$ cat src/sv/crs_pkg.sv
// ----------------------------------------------------------------------------
// crs_pkg: shared types and constants for the clock ratio search
// Widths, register indexes, clock generator addresses and data words, the
// sequencer state type and the control structs between the engine modules.
// ----------------------------------------------------------------------------
package crs_pkg;

	// field widths
	localparam int TGT_W  = 16;    // pixel clock
	localparam int CNT_W  = 8;     // multiplier / divider
	localparam int ERR_W  = 24;    // cross-scaled values and errors
	localparam int PROD_W = 32;    // shared multiplier result
	localparam int LIM_W  = 12;    // VCO limits
	localparam int VCO_W  = 14;    // mult*100 and its quotient
	localparam int ADDR_W = 7;
	localparam int DATA_W = 16;

	// arithmetic constants
	localparam logic [ERR_W-1:0] TARGET_SCALE = ERR_W'(1000);
	localparam logic [VCO_W-1:0] VCO_SCALE    = VCO_W'(100);

	// configuration registers
	localparam logic REG_VCO_MIN = 1'b0;
	localparam logic REG_VCO_MAX = 1'b1;
	localparam logic [LIM_W-1:0] VCO_MIN_RST = LIM_W'(600);
	localparam logic [LIM_W-1:0] VCO_MAX_RST = LIM_W'(1200);

	// clock generator port
	localparam logic [ADDR_W-1:0] ADDR_MULT  = 7'h14;
	localparam logic [ADDR_W-1:0] ADDR_DIV   = 7'h16;
	localparam logic [ADDR_W-1:0] ADDR_ODIV0 = 7'h08;
	localparam logic [ADDR_W-1:0] ADDR_ODIV1 = 7'h0a;
	localparam logic [DATA_W-1:0] DATA_BASE  = 16'h1000;
	localparam logic [DATA_W-1:0] DATA_ODIV0 = DATA_BASE | (16'd5 << 6) | 16'd5;
	localparam logic [DATA_W-1:0] DATA_ODIV1 = DATA_BASE | (16'd1 << 6) | 16'd1;

	// top level sequencer
	typedef enum logic [1:0] {
		ST_IDLE,
		ST_SEARCH,
		ST_VCO,
		ST_EMIT
	} state_t;

	// write beat order
	typedef enum logic [1:0] {
		BEAT_MULT,
		BEAT_DIV,
		BEAT_ODIV0,
		BEAT_ODIV1
	} beat_t;

	typedef struct packed {
		logic             start;
		logic [TGT_W-1:0] target;
	} srch_req_t;

	typedef struct packed {
		logic             done;
		logic [CNT_W-1:0] best_mult;
		logic [CNT_W-1:0] best_div;
	} srch_rsp_t;

	typedef struct packed {
		logic             start;
		logic [VCO_W-1:0] dividend;
		logic [CNT_W-1:0] divisor;
	} div_req_t;

	typedef struct packed {
		logic             done;
		logic [VCO_W-1:0] quotient;
	} div_rsp_t;

	// high count in bits 6 up, low count in bits 0-5
	function automatic logic [DATA_W-1:0] count_word(input logic [CNT_W-1:0] n);
		logic [DATA_W-1:0] half;
		half = DATA_W'(n[CNT_W-1:1]);
		return (half << 6) | (half + DATA_W'(n[0]));
	endfunction

endpackage

$ cat src/sv/crs_pix_if.sv
// ----------------------------------------------------------------------------
// crs_pix_if: pixel clock request channel
// Valid/ready channel carrying one requested pixel clock per beat.
// ----------------------------------------------------------------------------
interface crs_pix_if
	import crs_pkg::*;
();
	logic             valid;
	logic             ready;
	logic [TGT_W-1:0] pix_rate;

	modport source (output valid, output pix_rate, input ready);
	modport sink   (input valid, input pix_rate, output ready);
endinterface

$ cat src/sv/crs_wr_if.sv
// ----------------------------------------------------------------------------
// crs_wr_if: clock generator write channel
// Valid/ready channel carrying one port write and its search result per beat.
// ----------------------------------------------------------------------------
interface crs_wr_if
	import crs_pkg::*;
();
	logic              valid;
	logic              ready;
	logic [ADDR_W-1:0] port_address;
	logic [DATA_W-1:0] port_data;
	logic [CNT_W-1:0]  best_mult;
	logic [CNT_W-1:0]  best_div;
	logic              vco_out_of_range;
	logic              last_write;

	modport source (output valid, output port_address, output port_data,
		output best_mult, output best_div, output vco_out_of_range,
		output last_write, input ready);
	modport sink   (input valid, input port_address, input port_data,
		input best_mult, input best_div, input vco_out_of_range,
		input last_write, output ready);
endinterface

$ cat src/sv/crs_search.sv
// ----------------------------------------------------------------------------
// crs_search: best ratio search engine
// Walks div 1..MAX_DIV and mult 2..MAX_MULT, each candidate in a product and a
// compare phase on one shared multiplier: bd*|1000m - dT| vs d*|1000bm - bdT|.
// ----------------------------------------------------------------------------
module crs_search
	import crs_pkg::*;
#(
	parameter int MAX_MULT = 128,
	parameter int MAX_DIV  = 128
) (
	input  logic      clk,
	input  logic      arst_n,
	input  srch_req_t req,
	output srch_rsp_t rsp
);

	logic              busy_q;
	logic              phase_q;
	logic              done_q;
	logic [CNT_W-1:0]  m_q;
	logic [CNT_W-1:0]  d_q;
	logic [CNT_W-1:0]  bm_q;
	logic [CNT_W-1:0]  bd_q;
	logic [TGT_W-1:0]  t_q;
	logic [ERR_W-1:0]  cm_q;    // 1000*m
	logic [ERR_W-1:0]  dt_q;    // d*T
	logic [ERR_W-1:0]  eb_q;    // |1000*bm - bd*T|
	logic [PROD_W-1:0] prod_q;  // bd*ec from the first phase

	logic [ERR_W-1:0]  ec;
	logic [ERR_W-1:0]  e_init;
	logic [CNT_W-1:0]  mul_a;
	logic [ERR_W-1:0]  mul_b;
	logic [PROD_W-1:0] mul_p;
	logic              better;
	logic              last_m;
	logic              last_d;

	// candidate error and the error of the first candidate (2,1)
	assign ec     = (cm_q >= dt_q) ? cm_q - dt_q : dt_q - cm_q;
	assign e_init = (ERR_W'(2) * TARGET_SCALE >= ERR_W'(req.target))
		? ERR_W'(2) * TARGET_SCALE - ERR_W'(req.target)
		: ERR_W'(req.target) - ERR_W'(2) * TARGET_SCALE;

	// shared multiplier: bd*ec in phase 0, d*eb in phase 1
	assign mul_a  = phase_q ? d_q  : bd_q;
	assign mul_b  = phase_q ? eb_q : ec;
	assign mul_p  = PROD_W'(mul_a) * PROD_W'(mul_b);
	assign better = prod_q < mul_p;

	assign last_m = (m_q == CNT_W'(MAX_MULT));
	assign last_d = (d_q == CNT_W'(MAX_DIV));

	// sequencer control
	always_ff @(posedge clk or negedge arst_n) begin
		if (!arst_n) begin
			busy_q  <= 1'b0;
			phase_q <= 1'b0;
			done_q  <= 1'b0;
		end else begin
			done_q <= 1'b0;
			if (req.start) begin
				busy_q  <= 1'b1;
				phase_q <= 1'b0;
			end else if (busy_q) begin
				phase_q <= ~phase_q;
				if (phase_q && last_m && last_d) begin
					busy_q <= 1'b0;
					done_q <= 1'b1;
				end
			end
		end
	end

	// loop counters, running products and best pair
	always_ff @(posedge clk) begin
		if (req.start) begin
			t_q  <= req.target;
			m_q  <= CNT_W'(2);
			d_q  <= CNT_W'(1);
			cm_q <= ERR_W'(2) * TARGET_SCALE;
			dt_q <= ERR_W'(req.target);
			bm_q <= CNT_W'(2);
			bd_q <= CNT_W'(1);
			eb_q <= e_init;
		end else if (busy_q) begin
			if (!phase_q) begin
				prod_q <= mul_p;
			end else begin
				if (better) begin
					bm_q <= m_q;
					bd_q <= d_q;
					eb_q <= ec;
				end
				if (last_m) begin
					m_q  <= CNT_W'(2);
					cm_q <= ERR_W'(2) * TARGET_SCALE;
					if (!last_d) begin
						d_q  <= d_q + CNT_W'(1);
						dt_q <= dt_q + ERR_W'(t_q);
					end
				end else begin
					m_q  <= m_q + CNT_W'(1);
					cm_q <= cm_q + TARGET_SCALE;
				end
			end
		end
	end

	assign rsp.done      = done_q;
	assign rsp.best_mult = bm_q;
	assign rsp.best_div  = bd_q;

	// a start never lands on a running search
	a_no_restart: assert property (@(posedge clk) disable iff (!arst_n)
		busy_q |-> !req.start)
		else $error("search restarted while busy");

	// done follows the last candidate of a running search
	a_done_after_busy: assert property (@(posedge clk) disable iff (!arst_n)
		done_q |-> $past(busy_q) && !busy_q)
		else $error("search done without a running search");

	// the best pair stays inside the searched ranges
	a_best_range: assert property (@(posedge clk) disable iff (!arst_n)
		done_q |-> bm_q >= CNT_W'(2) && bd_q >= CNT_W'(1)
			&& bm_q <= CNT_W'(MAX_MULT) && bd_q <= CNT_W'(MAX_DIV))
		else $error("best pair out of range");

endmodule

$ cat src/sv/crs_vco_div.sv
// ----------------------------------------------------------------------------
// crs_vco_div: serial VCO divider
// Restoring divider, one quotient bit per cycle, for mult*100/div.
// ----------------------------------------------------------------------------
module crs_vco_div
	import crs_pkg::*;
(
	input  logic     clk,
	input  logic     arst_n,
	input  div_req_t req,
	output div_rsp_t rsp
);

	localparam int STEP_W = $clog2(VCO_W);

	logic              busy_q;
	logic              done_q;
	logic [STEP_W-1:0] step_q;
	logic [VCO_W-1:0]  num_q;   // dividend shifting out, quotient shifting in
	logic [CNT_W:0]    rem_q;
	logic [CNT_W-1:0]  dvs_q;

	logic [CNT_W:0]    trial;
	logic              fits;

	assign trial = {rem_q[CNT_W-1:0], num_q[VCO_W-1]};
	assign fits  = trial >= {1'b0, dvs_q};

	// step counter
	always_ff @(posedge clk or negedge arst_n) begin
		if (!arst_n) begin
			busy_q <= 1'b0;
			done_q <= 1'b0;
			step_q <= '0;
		end else begin
			done_q <= 1'b0;
			if (req.start) begin
				busy_q <= 1'b1;
				step_q <= STEP_W'(VCO_W - 1);
			end else if (busy_q) begin
				step_q <= step_q - STEP_W'(1);
				if (step_q == '0) begin
					busy_q <= 1'b0;
					done_q <= 1'b1;
				end
			end
		end
	end

	// shift-subtract datapath
	always_ff @(posedge clk) begin
		if (req.start) begin
			num_q <= req.dividend;
			rem_q <= '0;
			dvs_q <= req.divisor;
		end else if (busy_q) begin
			rem_q <= fits ? trial - {1'b0, dvs_q} : trial;
			num_q <= {num_q[VCO_W-2:0], fits};
		end
	end

	assign rsp.done     = done_q;
	assign rsp.quotient = num_q;

	// remainder stays below the divisor between steps
	a_rem_bound: assert property (@(posedge clk) disable iff (!arst_n)
		busy_q && !$past(req.start) |-> rem_q < {1'b0, dvs_q})
		else $error("divider remainder not reduced");

	// done closes exactly one run
	a_done_once: assert property (@(posedge clk) disable iff (!arst_n)
		done_q |-> !busy_q && $past(busy_q))
		else $error("divider done without a run");

	// no start during a run
	a_no_restart: assert property (@(posedge clk) disable iff (!arst_n)
		busy_q |-> !req.start)
		else $error("divider restarted while busy");

endmodule

$ cat src/sv/clock_ratio_search_and_pll_words.sv
// ----------------------------------------------------------------------------
// clock_ratio_search_and_pll_words: PLL ratio search and write sequencer
// Flow: an accepted pixel clock starts the ratio search, whose done starts the
//   VCO divider; its done opens the clock generator write beats. A new
//   pixel clock is taken only once the last write beat is accepted, so output
//   stalls hold off the input.
// Reset: VCO limits return to 600 and 1200, the sequencer goes idle.
// ----------------------------------------------------------------------------
module clock_ratio_search_and_pll_words
	import crs_pkg::*;
#(
	parameter int MAX_MULT = 128,
	parameter int MAX_DIV  = 128
) (
	input  logic         clk,
	input  logic         arst_n,
	crs_pix_if.sink      pix,
	crs_wr_if.source     wr,
	input  logic         psel,
	input  logic         penable,
	input  logic         pwrite,
	input  logic [2:0]   paddr,
	input  logic [31:0]  pwdata,
	output logic [31:0]  prdata,
	output logic         pready
);

	state_t            state_q;
	state_t            state_d;
	beat_t             beat_q;
	logic              warn_q;
	logic [LIM_W-1:0]  vco_min_q;
	logic [LIM_W-1:0]  vco_max_q;

	srch_req_t         srch_req;
	srch_rsp_t         srch_rsp;
	div_req_t          div_req;
	div_rsp_t          div_rsp;
	logic              pix_beat;
	logic              wr_beat;
	logic              cfg_wr;

	// configuration port
	assign pready = 1'b1;
	assign cfg_wr = psel & penable & pwrite;

	always_ff @(posedge clk or negedge arst_n) begin
		if (!arst_n) begin
			vco_min_q <= VCO_MIN_RST;
			vco_max_q <= VCO_MAX_RST;
		end else if (cfg_wr) begin
			case (paddr[2])
				REG_VCO_MIN: vco_min_q <= pwdata[LIM_W-1:0];
				REG_VCO_MAX: vco_max_q <= pwdata[LIM_W-1:0];
				default: ;
			endcase
		end
	end

	always_comb begin
		case (paddr[2])
			REG_VCO_MIN: prdata = 32'(vco_min_q);
			REG_VCO_MAX: prdata = 32'(vco_max_q);
			default:     prdata = '0;
		endcase
	end

	// engines
	assign pix_beat = pix.valid & pix.ready;
	assign wr_beat  = wr.valid & wr.ready;

	assign srch_req.start  = pix_beat;
	assign srch_req.target = pix.pix_rate;

	assign div_req.start    = srch_rsp.done;
	assign div_req.dividend = VCO_W'(srch_rsp.best_mult) * VCO_SCALE;
	assign div_req.divisor  = srch_rsp.best_div;

	crs_search #(
		.MAX_MULT (MAX_MULT),
		.MAX_DIV  (MAX_DIV)
	) u_search (
		.clk    (clk),
		.arst_n (arst_n),
		.req    (srch_req),
		.rsp    (srch_rsp)
	);

	crs_vco_div u_vco_div (
		.clk    (clk),
		.arst_n (arst_n),
		.req    (div_req),
		.rsp    (div_rsp)
	);

	// next state
	always_comb begin
		state_d = state_q;
		case (state_q)
			ST_IDLE:   if (pix_beat) state_d = ST_SEARCH;
			ST_SEARCH: if (srch_rsp.done) state_d = ST_VCO;
			ST_VCO:    if (div_rsp.done) state_d = ST_EMIT;
			ST_EMIT:   if (wr_beat && beat_q == BEAT_ODIV1) state_d = ST_IDLE;
			default:   state_d = ST_IDLE;
		endcase
	end

	always_ff @(posedge clk or negedge arst_n) begin
		if (!arst_n) begin
			state_q <= ST_IDLE;
			beat_q  <= BEAT_MULT;
		end else begin
			state_q <= state_d;
			if (div_rsp.done) begin
				beat_q <= BEAT_MULT;
			end else if (wr_beat) begin
				beat_q <= beat_t'(beat_q + 2'd1);
			end
		end
	end

	// VCO limit check on the finished quotient
	always_ff @(posedge clk) begin
		if (div_rsp.done) begin
			warn_q <= (div_rsp.quotient > VCO_W'(vco_max_q))
				|| (div_rsp.quotient < VCO_W'(vco_min_q));
		end
	end

	// handshake outputs and write payload
	always_comb begin
		pix.ready           = (state_q == ST_IDLE);
		wr.valid            = (state_q == ST_EMIT);
		wr.best_mult        = srch_rsp.best_mult;
		wr.best_div         = srch_rsp.best_div;
		wr.vco_out_of_range = warn_q;
		wr.last_write       = (beat_q == BEAT_ODIV1);
		case (beat_q)
			BEAT_MULT: begin
				wr.port_address = ADDR_MULT;
				wr.port_data    = DATA_BASE | count_word(srch_rsp.best_mult);
			end
			BEAT_DIV: begin
				wr.port_address = ADDR_DIV;
				wr.port_data    = (srch_rsp.best_div == CNT_W'(1))
					? DATA_BASE : count_word(srch_rsp.best_div);
			end
			BEAT_ODIV0: begin
				wr.port_address = ADDR_ODIV0;
				wr.port_data    = DATA_ODIV0;
			end
			BEAT_ODIV1: begin
				wr.port_address = ADDR_ODIV1;
				wr.port_data    = DATA_ODIV1;
			end
			default: begin
				wr.port_address = ADDR_MULT;
				wr.port_data    = DATA_BASE;
			end
		endcase
	end

	// search completion only while searching
	a_srch_done_state: assert property (@(posedge clk) disable iff (!arst_n)
		srch_rsp.done |-> state_q == ST_SEARCH)
		else $error("search done outside the search state");

	// divider completion only while checking the VCO
	a_div_done_state: assert property (@(posedge clk) disable iff (!arst_n)
		div_rsp.done |-> state_q == ST_VCO)
		else $error("divider done outside the VCO state");

	// the last write beat returns the block to idle
	a_last_to_idle: assert property (@(posedge clk) disable iff (!arst_n)
		wr_beat && wr.last_write |=> pix.ready)
		else $error("not idle after the last write beat");

	// every write sequence starts with the multiplier word
	a_first_beat: assert property (@(posedge clk) disable iff (!arst_n)
		$rose(wr.valid) |-> wr.port_address == ADDR_MULT)
		else $error("write sequence does not start with the multiplier word");

endmodule

$ cat src/flat_wrapper.sv
// flat-port wrapper written by rule: the top's interface ports become plain ports
module clock_ratio_search_and_pll_words_flat import crs_pkg::*;
#(
	parameter int MAX_MULT = 128,
	parameter int MAX_DIV  = 128
)
  (clk, arst_n, psel, penable, pwrite, paddr, pwdata, prdata, pready, pix_valid, pix_pix_rate, pix_ready, wr_valid, wr_port_address, wr_port_data, wr_best_mult, wr_best_div, wr_vco_out_of_range, wr_last_write, wr_ready);
  crs_pix_if pix_i ();
  crs_wr_if wr_i ();
  input  logic clk;
  input  logic arst_n;
  input  logic psel;
  input  logic penable;
  input  logic pwrite;
  input  logic [2:0] paddr;
  input  logic [31:0] pwdata;
  output logic [31:0] prdata;
  output logic pready;
  input wire logic [$bits(pix_i.valid)-1:0] pix_valid;
  input wire logic [$bits(pix_i.pix_rate)-1:0] pix_pix_rate;
  output wire logic [$bits(pix_i.ready)-1:0] pix_ready;
  output wire logic [$bits(wr_i.valid)-1:0] wr_valid;
  output wire logic [$bits(wr_i.port_address)-1:0] wr_port_address;
  output wire logic [$bits(wr_i.port_data)-1:0] wr_port_data;
  output wire logic [$bits(wr_i.best_mult)-1:0] wr_best_mult;
  output wire logic [$bits(wr_i.best_div)-1:0] wr_best_div;
  output wire logic [$bits(wr_i.vco_out_of_range)-1:0] wr_vco_out_of_range;
  output wire logic [$bits(wr_i.last_write)-1:0] wr_last_write;
  input wire logic [$bits(wr_i.ready)-1:0] wr_ready;
  assign pix_i.valid = pix_valid;
  assign pix_i.pix_rate = pix_pix_rate;
  assign pix_ready = pix_i.ready;
  assign wr_valid = wr_i.valid;
  assign wr_port_address = wr_i.port_address;
  assign wr_port_data = wr_i.port_data;
  assign wr_best_mult = wr_i.best_mult;
  assign wr_best_div = wr_i.best_div;
  assign wr_vco_out_of_range = wr_i.vco_out_of_range;
  assign wr_last_write = wr_i.last_write;
  assign wr_i.ready = wr_ready;
  clock_ratio_search_and_pll_words #(.MAX_MULT(MAX_MULT), .MAX_DIV(MAX_DIV)) u_core (.clk(clk), .arst_n(arst_n), .pix(pix_i), .wr(wr_i), .psel(psel), .penable(penable), .pwrite(pwrite), .paddr(paddr), .pwdata(pwdata), .prdata(prdata), .pready(pready));
endmodule
$ cat config.mk
export PLATFORM = sky130hd
export DESIGN_NAME = clock_ratio_search_and_pll_words_flat
export DESIGN_NICKNAME = d
export VERILOG_FILES = /design/src/sv/crs_pkg.sv /design/src/sv/crs_pix_if.sv /design/src/sv/crs_wr_if.sv /design/src/sv/crs_search.sv /design/src/sv/crs_vco_div.sv /design/src/sv/clock_ratio_search_and_pll_words.sv /design/src/flat_wrapper.sv
export SDC_FILE = /design/constraint.sdc
export NUM_CORES = 1
export LEC_CHECK = 0
export BUFFER_PORTS_ARGS = -buffer_cell sky130_fd_sc_hd__buf_4
export CORE_ASPECT_RATIO = 1.5
export CORE_MARGIN = 2
export CORE_UTILIZATION = 55
export CTS_BUF_LIST = sky130_fd_sc_hd__clkbuf_16
export CTS_CLUSTER_DIAMETER = 40
export DETAILED_ROUTE_END_ITERATION = 8
export GPL_ROUTABILITY_DRIVEN = 0
export GPL_TIMING_DRIVEN = 1
export PLACE_DENSITY = 0.79
export SYNTH_ARGS = -nofsm -noshare
export SYNTH_HDL_FRONTEND = slang
export SYNTH_SLANG_ARGS = --single-unit
$ cat constraint.sdc
create_clock -name clk -period 19.04 [get_ports clk]
set_input_delay 3.808 -clock clk [delete_from_list [all_inputs] [get_ports clk]]
set_output_delay 3.808 -clock clk [all_outputs]
set_load 0.005 [all_outputs]
==> results of run 1 <==
-- worst max-delay path: cells and delay by family, from the launching register on --
kind | cells | cell delay (ps)
xor+xnor | 1 | 680
buf+inv | 4 | 500
compound gates | 15 | 3450
simple gates | 6 | 2520
flops | 1 | 340
mux | 1 | 390
fa+ha+maj | 7 | 3500
-- where the power goes --
group	internal (uW)	total, uW	switching (uW)
logic	1040	2770	1730
registers	712	803	91.1
clock network	319	547	228
-- sequential cells by signal, summed over array words and instances, names as in the netlist, 12 cells and up --
signal,count
u_core.u_search.cm_q,21
u_core.u_search.dt_q,24
u_core.u_search.eb_q,24
u_core.u_search.prod_q,32
u_core.u_search.t_q,16
u_core.u_vco_div.num_q,14
u_core.vco_max_q,12
u_core.vco_min_q,12
-- per-layer routing --
metal  track usage  wire length (um)  vias to the layer above
li1              -                 -                     8815
met3        0.0333              3530                      255
met5             0                12                        -
met2         0.493             28800                      830
met4         0.153              3540                        2
met1         0.302             21200                     8894
-- placed cells by master, fill, tap and decap left out, drive strengths merged, types with 71 or more instances in the layout --
master and count:
nor3 94, edfxtp 109, a21oi 179, xnor2 86
nor2 202, buf 103, fa 137, o21ai 119
dfxtp 71, nand2 218, ha 223, inv 311
-- per-stage QoR --
| step | utilization | area, um^2 |
|---|---|---|
| floorplan | - | 22200 |
| global placement | 0.581 | 23000 |
| detailed placement | 0.581 | 23000 |
| CTS | 0.605 | 23900 |
| global route | 0.605 | 23900 |
| finish | 0.605 | 23900 |
-- worst max path at each step --
| stage | startpoint | to | slack [ps] | cells after the start |
|---|---|---|---|---|
| after detailed placement | u_core.u_search.cm_q[20]$_SDFFE_PP0P_ | u_core.u_search.eb_q[1]$_DFFE_PP_ | 7500 | 34 |
| after CTS | u_core.u_search.cm_q[20]$_SDFFE_PP0P_ | u_core.u_search.eb_q[3]$_DFFE_PP_ | 7300 | 34 |
| after global routing | u_core.u_search.cm_q[21]$_SDFFE_PP0P_ | u_core.u_search.eb_q[3]$_DFFE_PP_ | 6740 | 34 |
| after floorplan | u_core.u_search.cm_q[12]$_SDFFE_PP0P_ | u_core.u_search.eb_q[0]$_DFFE_PP_ | 9810 | 35 |
| after global placement | u_core.u_search.cm_q[20]$_SDFFE_PP0P_ | u_core.u_search.eb_q[0]$_DFFE_PP_ | 7770 | 34 |
| final | u_core.u_search.cm_q[20]$_SDFFE_PP0P_ | u_core.u_search.eb_q[3]$_DFFE_PP_ | 7220 | 34 |
-- Yosys cell counts, types with 29 or more instances --
master | number | area, um^2
sky130_fd_sc_hd__inv_1 | 301 | 1130
sky130_fd_sc_hd__ha_1 | 223 | 2790
sky130_fd_sc_hd__nand2_1 | 217 | 815
sky130_fd_sc_hd__nor2_1 | 201 | 754
sky130_fd_sc_hd__a21oi_1 | 179 | 896
sky130_fd_sc_hd__fa_1 | 137 | 2740
sky130_fd_sc_hd__o21ai_0 | 118 | 591
sky130_fd_sc_hd__edfxtp_1 | 109 | 3270
sky130_fd_sc_hd__nor3_1 | 88 | 440
sky130_fd_sc_hd__xnor2_1 | 85 | 744
sky130_fd_sc_hd__clkbuf_1 | 80 | 300
sky130_fd_sc_hd__dfxtp_1 | 71 | 1420
sky130_fd_sc_hd__nand3_1 | 65 | 325
sky130_fd_sc_hd__a21o_1 | 51 | 383
sky130_fd_sc_hd__xor2_1 | 42 | 368
sky130_fd_sc_hd__mux2_2 | 35 | 394
sky130_fd_sc_hd__a211oi_1 | 30 | 225
sky130_fd_sc_hd__dfrtp_1 | 29 | 726
-- final cells by class --
class                           instances  area, um^2  area share
Sequential cell                       217        5630       0.235
Tap cell                              500         626      0.0261
Inverter                              301        1130      0.0472
Timing Repair Buffer                  103         773      0.0323
Multi-Input combinational cell       1915       14800       0.618
Clock buffer                           30         751      0.0314
Clock inverter                         24         220     0.00920
Antenna cell                            1        2.50    0.000105
-- cell families (layout without fill, tap and decap cells) --
group | after synthesis | after routing | share of synthesized area
buffers and inverters | 440 | 458 | 0.0802
multiplexers | 63 | 63 | 0.0310
other | 2 | 30 | 0.000340
adder cells (fa/ha/maj) | 360 | 360 | 0.250
flip-flops | 217 | 217 | 0.255
AO/OA/AOI/OAI | 582 | 582 | 0.171
XOR/XNOR | 128 | 128 | 0.0511
AND/OR/NAND/NOR | 753 | 753 | 0.162
==> run summary, run 1 <==
### Run status
* finished clean — status

### Logic synthesis
* sky130_fd_sc_hd__edfxtp_1 — flip-flop cell with the highest count after synthesis
* 8.68 um^2 — per-instance average area after synthesis
* 0.255 — fraction of the yosys area taken by sequential cells
* 0 — total number of yosys warnings
* 22,100 um^2 — post-synthesis instance area
* 217 — flops & latches, synth
* 0.171 — async set-reset flop share out of synthesis
* 109 — count of flip-flops with a built-in enable after synthesis
* 2,545 — Cells after Synth
* 90 — count of unique library cells instantiated by Yosys

### Finish
* 3,358 — Filler Cells Inserted
* 0.0919 — share of final-layout standard cells stronger than drive strength 1
* 2,985 — number of nets in the finished design
* 8.31% — Synth-to-Final Area Change
* 3,091 — Cell Count, Final, Fillers Out

### Clocking
* 217 — CTS sink cnt
* 29 — Num CTS Buffers
* 0 — total of cells resized after clock tree synthesis
* yes — CTS tree
* 3 — maximum clock path buffer count
* 0 — CTS Hold Bufs
* 590 ps — worst-skew pair later-pin latency
* sky130_fd_sc_hd__clkbuf_16 — Root Buffer Master
* 0 — number of buffers added for setup after CTS
* 60 ps — Reg clk slew, reported paths
* 1 — H-tree lvl count

### Timing
* no — unrepaired setup endpoints after global routing
* 7220 ps — post-layout worst setup margin
* 0.621 — Final period util
* 0 — number of endpoints with negative hold slack in the final report
* 0.346 — Slew Limit Headroom
* 0.0846 GHz — Achievable Freq
* 11,820 ps — minimum clock period
* 0 ps — total negative slack for setup checks
* 14.4 ps — Clock Skew
* 505 ps — hold_ws
* 0 — Pins Over Slew Limit
* 0 — Setup Viol. Count Final
* 982 ps — Slew @ Worst Pin

### Worst hold path
* 2 — Worst Hold Depth
* reg -> reg — type of the most critical hold path
* u_core.u_vco_div.rem_q[2]$_SDFFE_PP0P_ — Worst Min Path Start
* u_core.u_vco_div.rem_q[2]$_SDFFE_PP0P_ — Worst Hold End

### Place
* 84 — input/output buffers
* 7500 ps — worst slack at placement
* 43.6 mm — Post-DP HPWL
* 3,036 — Cell Count Post-Placement

### Detailed routing
* 6.08 — average vias per placed instance
* 18.8k — vias after detailed routing
* 18.5 um — average wire length per cell after detail routing
* 0 — Antenna Nets Post-Route
* 0 — count of unresolved DRC violations after routing
* 57.1 mm — total routed wirelength
* 1,304 — initial detailed-routing violation count
* 5 — number of search-and-repair iterations in the first detailed-routing pass

### Floorplan
* 0.559 — Initial Utilization
* 168 um — horizontal die dimension
* 249 um — vertical die dimension
* 39,500 um^2 — total core area
* 41,800 um^2 — die footprint
* 134 — number of top-level design ports
* 89 — row cnt

### GRT
* 0.270 — total global-route track usage
* 93.0 mm — first-pass GRT wire length
* 2 — number of antenna violations at the first check in global routing
* 85 — maximum number of pins on one net before global-route repair
* 0 — total gr overflow
* 19.1k — via count of the first global-routing pass

### Worst setup path
* u_core.u_search.cm_q[20]$_SDFFE_PP0P_ — worst reg2reg startpoint
* 7220 ps — reg-to-reg slack, setup
* 12,030 ps — Arr. time, crit path
* 33 — highest net fanout along the worst path
* 34 — worst-case reg-to-reg path depth
* 19,250 ps — WP data required
* reg -> reg — critical path class
* register — CP Launch Type
* u_core.u_search.eb_q[3]$_DFFE_PP_ — RR Endpoint
* register — CP Capture Type
* 680 ps — Crit path largest cell delay
* sky130_fd_sc_hd__xnor2_1 — slowest cell on the critical path

### Power
* 4120 uW — final total power
* 0.000105 V — worst vdd rail ir drop
* 172 nW/um^2 — PwrDens
* 0.0110 uW — leakage power

### Flow run
* 0 — max-capacitance violation count

No activity file was read; power rests on OpenSTA's default activity.
==> inputs of run 2 (changes only) <==
--- a/config.mk
+++ b/config.mk
@@ -14,7 +14,7 @@
 export DETAILED_ROUTE_END_ITERATION = 8
 export GPL_ROUTABILITY_DRIVEN = 0
 export GPL_TIMING_DRIVEN = 1
-export PLACE_DENSITY = 0.79
+export PLACE_DENSITY = 0.82
 export SYNTH_ARGS = -nofsm -noshare
 export SYNTH_HDL_FRONTEND = slang
 export SYNTH_SLANG_ARGS = --single-unit
==> constraint.sdc (replaced) <==
create_clock -name clk -period 10.4 [get_ports clk]
set_input_delay 2.08 -clock clk [delete_from_list [all_inputs] [get_ports clk]]
set_output_delay 2.08 -clock clk [all_outputs]
set_load 0.005 [all_outputs]
==> run summary, run 2 (synthesis results as in run 1) <==
### Power
* 0.000191 V — worst vdd rail ir drop
* 0.0113 uW — leakage power
* 322 nW/um^2 — PwrDens

### Floorplan
* 41,800 um^2 — die footprint
* 89 — row cnt
* 0.559 — Initial Utilization
* 134 — number of top-level design ports
* 249 um — vertical die dimension
* 168 um — horizontal die dimension
* 39,500 um^2 — total core area

### Worst setup path
* 10,550 ps — Arr. time, crit path
* 32 — highest net fanout along the worst path
* sky130_fd_sc_hd__fa_1 — slowest cell on the critical path
* reg -> reg — critical path class
* sky130_fd_sc_hd__buf_4 — cell repeated most along the worst path
* register — CP Launch Type
* register — CP Capture Type
* 10,910 ps — WP data required
* 570 ps — Crit path largest cell delay

### Finish
* u_core.u_search.prod_q: 32 flops, u_core.u_search.dt_q: 24 flops, u_core.u_search.eb_q: 24 flops — Largest regs
* 3,147 — Cell Count, Final, Fillers Out
* 32 — max FFs per register
* 0 — antenna fix cells
* 0.113 — share of final-layout standard cells stronger than drive strength 1
* 3,042 — number of nets in the finished design
* sky130_fd_sc_hd__inv_1 — most common library cell in the layout ignoring fill and taps
* u_core.u_search.prod_q — register with the most flip-flops
* 5630 um^2 — flip-flop and latch area
* sky130_fd_sc_hd__inv_1, sky130_fd_sc_hd__ha_1, sky130_fd_sc_hd__nand2_1, sky130_fd_sc_hd__nor2_1, sky130_fd_sc_hd__a21oi_1 — top library cells by usage in the layout, fill and taps aside
* 14,800 um^2 — area of the multi-input gates
* 3,194 — Filler Cells Inserted
* 10.6% — Synth-to-Final Area Change

### Detailed routing
* 1,532 — initial detailed-routing violation count
* 0 — count of unresolved DRC violations after routing
* 19.2k — vias after detailed routing
* 8 — number of search-and-repair iterations in the first detailed-routing pass
* 6.12 — average vias per placed instance
* 0 — Antenna Nets Post-Route
* 58.4 mm — total routed wirelength
* 18.6 um — average wire length per cell after detail routing

### GRT
* 56 — maximum number of pins on one net before global-route repair
* 0.274 — total global-route track usage
* 94.8 mm — first-pass GRT wire length
* 0 — total gr overflow
* 0 — number of antenna violations at the first check in global routing
* 19.8k — via count of the first global-routing pass

### Clocking
* 1 — H-tree lvl count
* 29 — Num CTS Buffers
* 3 — maximum clock path buffer count
* 60 ps — Reg clk slew, reported paths
* 590 ps — worst-skew pair later-pin latency
* 217 — CTS sink cnt
* sky130_fd_sc_hd__clkbuf_16 — Root Buffer Master
* yes — CTS tree

### Timing
* 0.0996 GHz — Achievable Freq
* 0 — number of endpoints with negative hold slack in the final report
* 1190 ps — Slew @ Worst Pin
* 0.965 — Final period util
* 0 — Pins Over Slew Limit
* 16.1 ps — Clock Skew
* no — unrepaired setup endpoints after global routing
* 10,040 ps — minimum clock period
* 0.183 — Slew Limit Headroom
* 0 — Setup Viol. Count Final
* 0 ps — total negative slack for setup checks

### Flow run
* 0 — max-capacitance violation count

### Place
* 84 — input/output buffers
* 44.8 mm — Post-DP HPWL
* 3,093 — Cell Count Post-Placement

### Run status
* finished clean — status

### Worst hold path
* reg -> reg — type of the most critical hold path

-- run 2: changes by cell type in the layout (fill, tap and decap cells not counted), moves of 2 or more --
cell / before / now
sky130_fd_sc_hd__inv_6: 4 / 2
sky130_fd_sc_hd__inv_1: 301 / 299
sky130_fd_sc_hd__nor3_2: 6 / 4
sky130_fd_sc_hd__inv_4: 3 / 1
sky130_fd_sc_hd__nor3_4: 0 / 2
sky130_fd_sc_hd__clkinv_2: 1 / 4
sky130_fd_sc_hd__clkinv_4: 5 / 2
sky130_fd_sc_hd__buf_4: 103 / 159
sky130_fd_sc_hd__inv_8: 0 / 2
-- run 2: path summary, 6_finish.rpt --
check	slack, ps	end	depth (start not counted)	start
max in group asynchronous	8540	u_core.vco_min_q[3]$_DFFE_PN1P_	1	arst_n
hold / removal	500	u_core.u_vco_div.rem_q[7]$_SDFFE_PP0P_	1	u_core.u_vco_div.rem_q[7]$_SDFFE_PP0P_
hold reg to reg	500	u_core.u_vco_div.rem_q[7]$_SDFFE_PP0P_	1	u_core.u_vco_div.rem_q[7]$_SDFFE_PP0P_
setup reg to reg	360	u_core.u_search.bm_q[1]$_SDFFE_PP1P_	38	u_core.u_search.cm_q[21]$_SDFFE_PP0P_
setup / recovery	360	u_core.u_search.bm_q[1]$_SDFFE_PP1P_	38	u_core.u_search.cm_q[21]$_SDFFE_PP0P_
min in group asynchronous	1460	u_core.beat_q[0]$_DFFE_PN0P_	1	arst_n
-- run 2: worst max-delay path, delay by kind of cell, from the launching register on --
| kind | cells | cell delay (ps) |
|---|---|---|
| compound gates | 16 | 4240 |
| fa+ha+maj | 7 | 2980 |
| buf+inv | 8 | 1210 |
| simple gates | 5 | 820 |
| flops | 1 | 370 |
| xor+xnor | 2 | 280 |
-- run 2: through the flow --
| stage | utilization | hold WS [ps] | total power (uW) | area [um^2] | worst slack [ps] |
|---|---|---|---|---|---|
| detailed placement | 0.592 | 488 | 6710 | 23400 | 326 |
| finish | 0.618 | 505 | 7880 | 24400 | 362 |
| CTS | 0.618 | 503 | 7800 | 24400 | 327 |
| floorplan | - | 450 | 5180 | 22200 | 1170 |
| global route | 0.618 | 528 | 8560 | 24400 | 4.77 |
| global placement | 0.592 | 479 | 6490 | 23400 | 537 |
-- run 2: where the power goes --
group	switching, uW	total (uW)	leakage [uW]	internal, uW
Sequential	180	1480	0.00201	1300
Combinational	3200	5350	0.00874	2150
Clock	420	1040	0.000499	624
Total	3800	7880	0.0113	4080
-- run 2: area by class of cell --
type | instances | share of cell area
Multi-Input combinational cell | 1915 | 0.606
Timing Repair Buffer | 160 | 0.0497
Clock inverter | 23 | 0.00998
Sequential cell | 217 | 0.230
Clock buffer | 31 | 0.0317
Tap cell | 500 | 0.0256
Inverter | 301 | 0.0462
-- run 2: metal layers --
layer,up-vias,part of all wire,global-route usage
met5,-,0,0
met4,0,0.071,0.181
met3,289,0.064,0.0316
met2,934,0.50,0.498
met1,9087,0.36,0.301
li1,8934,-,-
-- run 2: repair_timing --
item	4_1_cts	5_1_grt
setup buffers	0	0
gates resized for setup	0	5
setup endpoints to repair	0	40
hold buffers	0	0
==> inputs of run 3 (changes only) <==
--- a/config.mk
+++ b/config.mk
@@ -15,6 +15,8 @@
 export GPL_ROUTABILITY_DRIVEN = 0
 export GPL_TIMING_DRIVEN = 1
 export PLACE_DENSITY = 0.82
+export SLEW_MARGIN = 20
 export SYNTH_ARGS = -nofsm -noshare
 export SYNTH_HDL_FRONTEND = slang
+export SYNTH_HIERARCHICAL = 1
 export SYNTH_SLANG_ARGS = --single-unit
==> run summary, run 3 <==
### Run status
* finished clean — status

### Logic synthesis
* sky130_fd_sc_hd__edfxtp_1 — flip-flop cell with the highest count after synthesis
* 9.04 um^2 — per-instance average area after synthesis
* 6 — total number of yosys warnings
* sky130_fd_sc_hd__inv_1, sky130_fd_sc_hd__nor2_1, sky130_fd_sc_hd__ha_1 — ranking of synthesized cells by instance count
* 0.264 — fraction of the yosys area taken by sequential cells
* 217 — flops & latches, synth
* sky130_fd_sc_hd__inv_1 — most common cell in the netlist
* 95 — count of unique library cells instantiated by Yosys
* 21,400 um^2 — post-synthesis instance area
* sky130_fd_sc_hd__edfxtp_1, sky130_fd_sc_hd__ha_1, sky130_fd_sc_hd__fa_1 — Synth area leaders
* 111 — count of flip-flops with a built-in enable after synthesis
* sky130_fd_sc_hd__edfxtp_1 — cell type with the highest aggregate area in the netlist
* 0.171 — async set-reset flop share out of synthesis
* 2,369 — Cells after Synth
* 0.156 — top-area cell type share of the netlist area

### Timing
* 0.938 — Final period util
* 972 ps — Slew @ Worst Pin
* 0 — number of endpoints with negative hold slack in the final report
* 9750 ps — minimum clock period
* no — unrepaired setup endpoints after global routing
* 0.103 GHz — Achievable Freq
* 0 ps — total negative slack for setup checks
* 0 — Setup Viol. Count Final
* 14.2 ps — Clock Skew
* 646 ps — post-layout worst setup margin
* 0.346 — Slew Limit Headroom
* 0 — Pins Over Slew Limit

### Worst setup path
* u_core/u_search/cm_q[18]$_SDFFE_PP0P_ — worst reg2reg startpoint
* register — CP Capture Type
* sky130_fd_sc_hd__fa_1 — cell repeated most along the worst path
* 10,000 ps — Arr. time, crit path
* 650 ps — reg-to-reg slack, setup
* 24 — highest net fanout along the worst path
* register — CP Launch Type
* sky130_fd_sc_hd__o21ba_1 — slowest cell on the critical path
* 35 — worst-case reg-to-reg path depth
* 10,640 ps — WP data required
* reg -> reg — critical path class
* 540 ps — Crit path largest cell delay
* u_core/u_search/eb_q[0]$_DFFE_PP_ — RR Endpoint

### Power
* 3150 uW — Pint
* 2790 uW — total net switching power
* 0.612 — share of power burned in combinational logic
* 0.150 — Clk pwr share
* 0.469 — switching power share of the total
* 0.000214 V — worst vdd rail ir drop
* 0.238 — fraction of power consumed by sequential logic
* 0.0111 uW — leakage power
* 255 nW/um^2 — PwrDens

### Finish
* 0 — antenna fix cells
* u_core/u_search/prod_q — register with the most flip-flops
* sky130_fd_sc_hd__inv_1 — most common library cell in the layout ignoring fill and taps
* 0.0932 — share of final-layout standard cells stronger than drive strength 1
* 2,941 — Cell Count, Final, Fillers Out
* sky130_fd_sc_hd__inv_1, sky130_fd_sc_hd__nor2_1, sky130_fd_sc_hd__ha_1, sky130_fd_sc_hd__nand2_1, sky130_fd_sc_hd__fa_1 — top library cells by usage in the layout, fill and taps aside
* 2,844 — number of nets in the finished design
* 32 — max FFs per register
* u_core/u_search/prod_q: 32 flops, u_core/u_search/dt_q: 24 flops, u_core/u_search/eb_q: 24 flops — Largest regs
* 8.80% — Synth-to-Final Area Change

### Detailed routing
* 1,009 — initial detailed-routing violation count
* 17.4 um — average wire length per cell after detail routing
* 5.88 — average vias per placed instance
* 17.3k — vias after detailed routing
* 0 — count of unresolved DRC violations after routing
* 6 — number of search-and-repair iterations in the first detailed-routing pass
* 51.1 mm — total routed wirelength
* 0 — Antenna Nets Post-Route

### GRT
* 18.0k — via count of the first global-routing pass
* 0.255 — total global-route track usage
* 0.272 — GR met1 Demand/Resource
* 84.4 mm — first-pass GRT wire length
* 0 — number of antenna violations at the first check in global routing
* met2 — layer with the highest usage after global routing
* 0.480 — met2 routing resource usage after global routing
* 81 — maximum number of pins on one net before global-route repair
* 0 — total gr overflow
* 0.0261 — global routing usage on met3

### Worst hold path
* reg -> reg — type of the most critical hold path
* u_core/vco_min_q[10]$_DFFE_PN0P_ — Worst Hold End
* u_core/vco_min_q[10]$_DFFE_PN0P_ — Worst Min Path Start
* 1 — Worst Hold Depth

### Clocking
* yes — CTS tree
* sky130_fd_sc_hd__clkbuf_16 — Root Buffer Master
* 60 ps — Reg clk slew, reported paths
* 570 ps — worst-skew pair later-pin latency
* 217 — CTS sink cnt
* 3 — maximum clock path buffer count
* 1 — H-tree lvl count
* 26 — Num CTS Buffers
* 0 — CTS Hold Bufs

### Floorplan
* 246 um — vertical die dimension
* 0.557 — Initial Utilization
* 165 um — horizontal die dimension
* 38,400 um^2 — total core area
* 40,500 um^2 — die footprint
* 134 — number of top-level design ports
* 88 — row cnt

### Place
* 39.6 mm — Post-DP HPWL
* 84 — input/output buffers
* 2,889 — Cell Count Post-Placement
* 423 ps — worst slack at placement

### Flow run
* 0 — max-capacitance violation count

run 3: repair_timing:
action                     4_1_cts  5_1_grt
buffers inserted                 0        4
resized for setup                0        4
setup endpoints to repair        0       40
run 3: metal layers:
metal  part of all wire  vias to the layer above  wire length, um
met3              0.042                      189             2170
met4              0.056                        0             2840
li1                   -                     8170                -
met1               0.37                     8377            19000
met2               0.53                      550            27100
met5                  0                        -                0
run 3: area by class of cell:
class | count | area [um^2]
fill | 3125 | 15100
inverter | 306 | 1150
timing repair buffer | 113 | 848
tap | 495 | 619
clock buffer | 27 | 676
sequential | 217 | 5650
multi-input combinational | 1762 | 14200
clock inverter | 21 | 180
run 3: metrics by stage:
step	utilization	hold slack, ps	cell area (um^2)	total power, uW
floorplan	-	464	21500	4020
global placement	0.583	475	22400	4800
detailed placement	0.583	485	22400	4980
CTS	0.605	500	23200	5900
global route	0.606	515	23300	6440
finish	0.606	492	23300	5940
run 3: power groups by stage:
stage	sequential (uW)	combinational, uW	clock [uW]
4_1_cts	1410	3580	907
6_report	1420	3630	890
3_3_place_gp	1410	3390	0
3_5_place_dp	1430	3550	0
2_1_floorplan	1370	2650	0
5_1_grt	1440	4070	935
run 3: worst max-delay path by stage:
stage	from	endpoint
6_report	u_core/u_search/cm_q[18]$_SDFFE_PP0P_	u_core/u_search/eb_q[0]$_DFFE_PP_
5_1_grt	u_core/u_search/cm_q[18]$_SDFFE_PP0P_	u_core/u_search/eb_q[0]$_DFFE_PP_
4_1_cts	u_core/u_search/cm_q[18]$_SDFFE_PP0P_	u_core/u_search/eb_q[0]$_DFFE_PP_
3_5_place_dp	u_core/u_search/cm_q[18]$_SDFFE_PP0P_	u_core/u_search/eb_q[0]$_DFFE_PP_
3_3_place_gp	u_core/u_search/cm_q[18]$_SDFFE_PP0P_	u_core/u_search/eb_q[0]$_DFFE_PP_
2_1_floorplan	u_core/u_search/cm_q[3]$_SDFFE_PP0P_	u_core/u_search/eb_q[0]$_DFFE_PP_
run 3: cells by family after synthesis:
logic type	after synthesis	synth area share
buffers and inverters	417	0.0804
DFF	217	0.264
and+or+nand+nor	671	0.148
xor gates and xnor gates	140	0.0580
AOI/OAI and AO/OA	477	0.149
adders and majority gates	360	0.258
muxes	83	0.0418
other	4	0.000701
run 3: critical path: cells and delay by family (launching register included):
kind | cells | cell delay (ps)
muxes | 2 | 590
buffers and inverters | 5 | 720
DFF | 1 | 440
adders and majority gates | 7 | 3210
xor gates and xnor gates | 2 | 460
and+or+nand+nor | 5 | 820
AOI/OAI and AO/OA | 14 | 3170
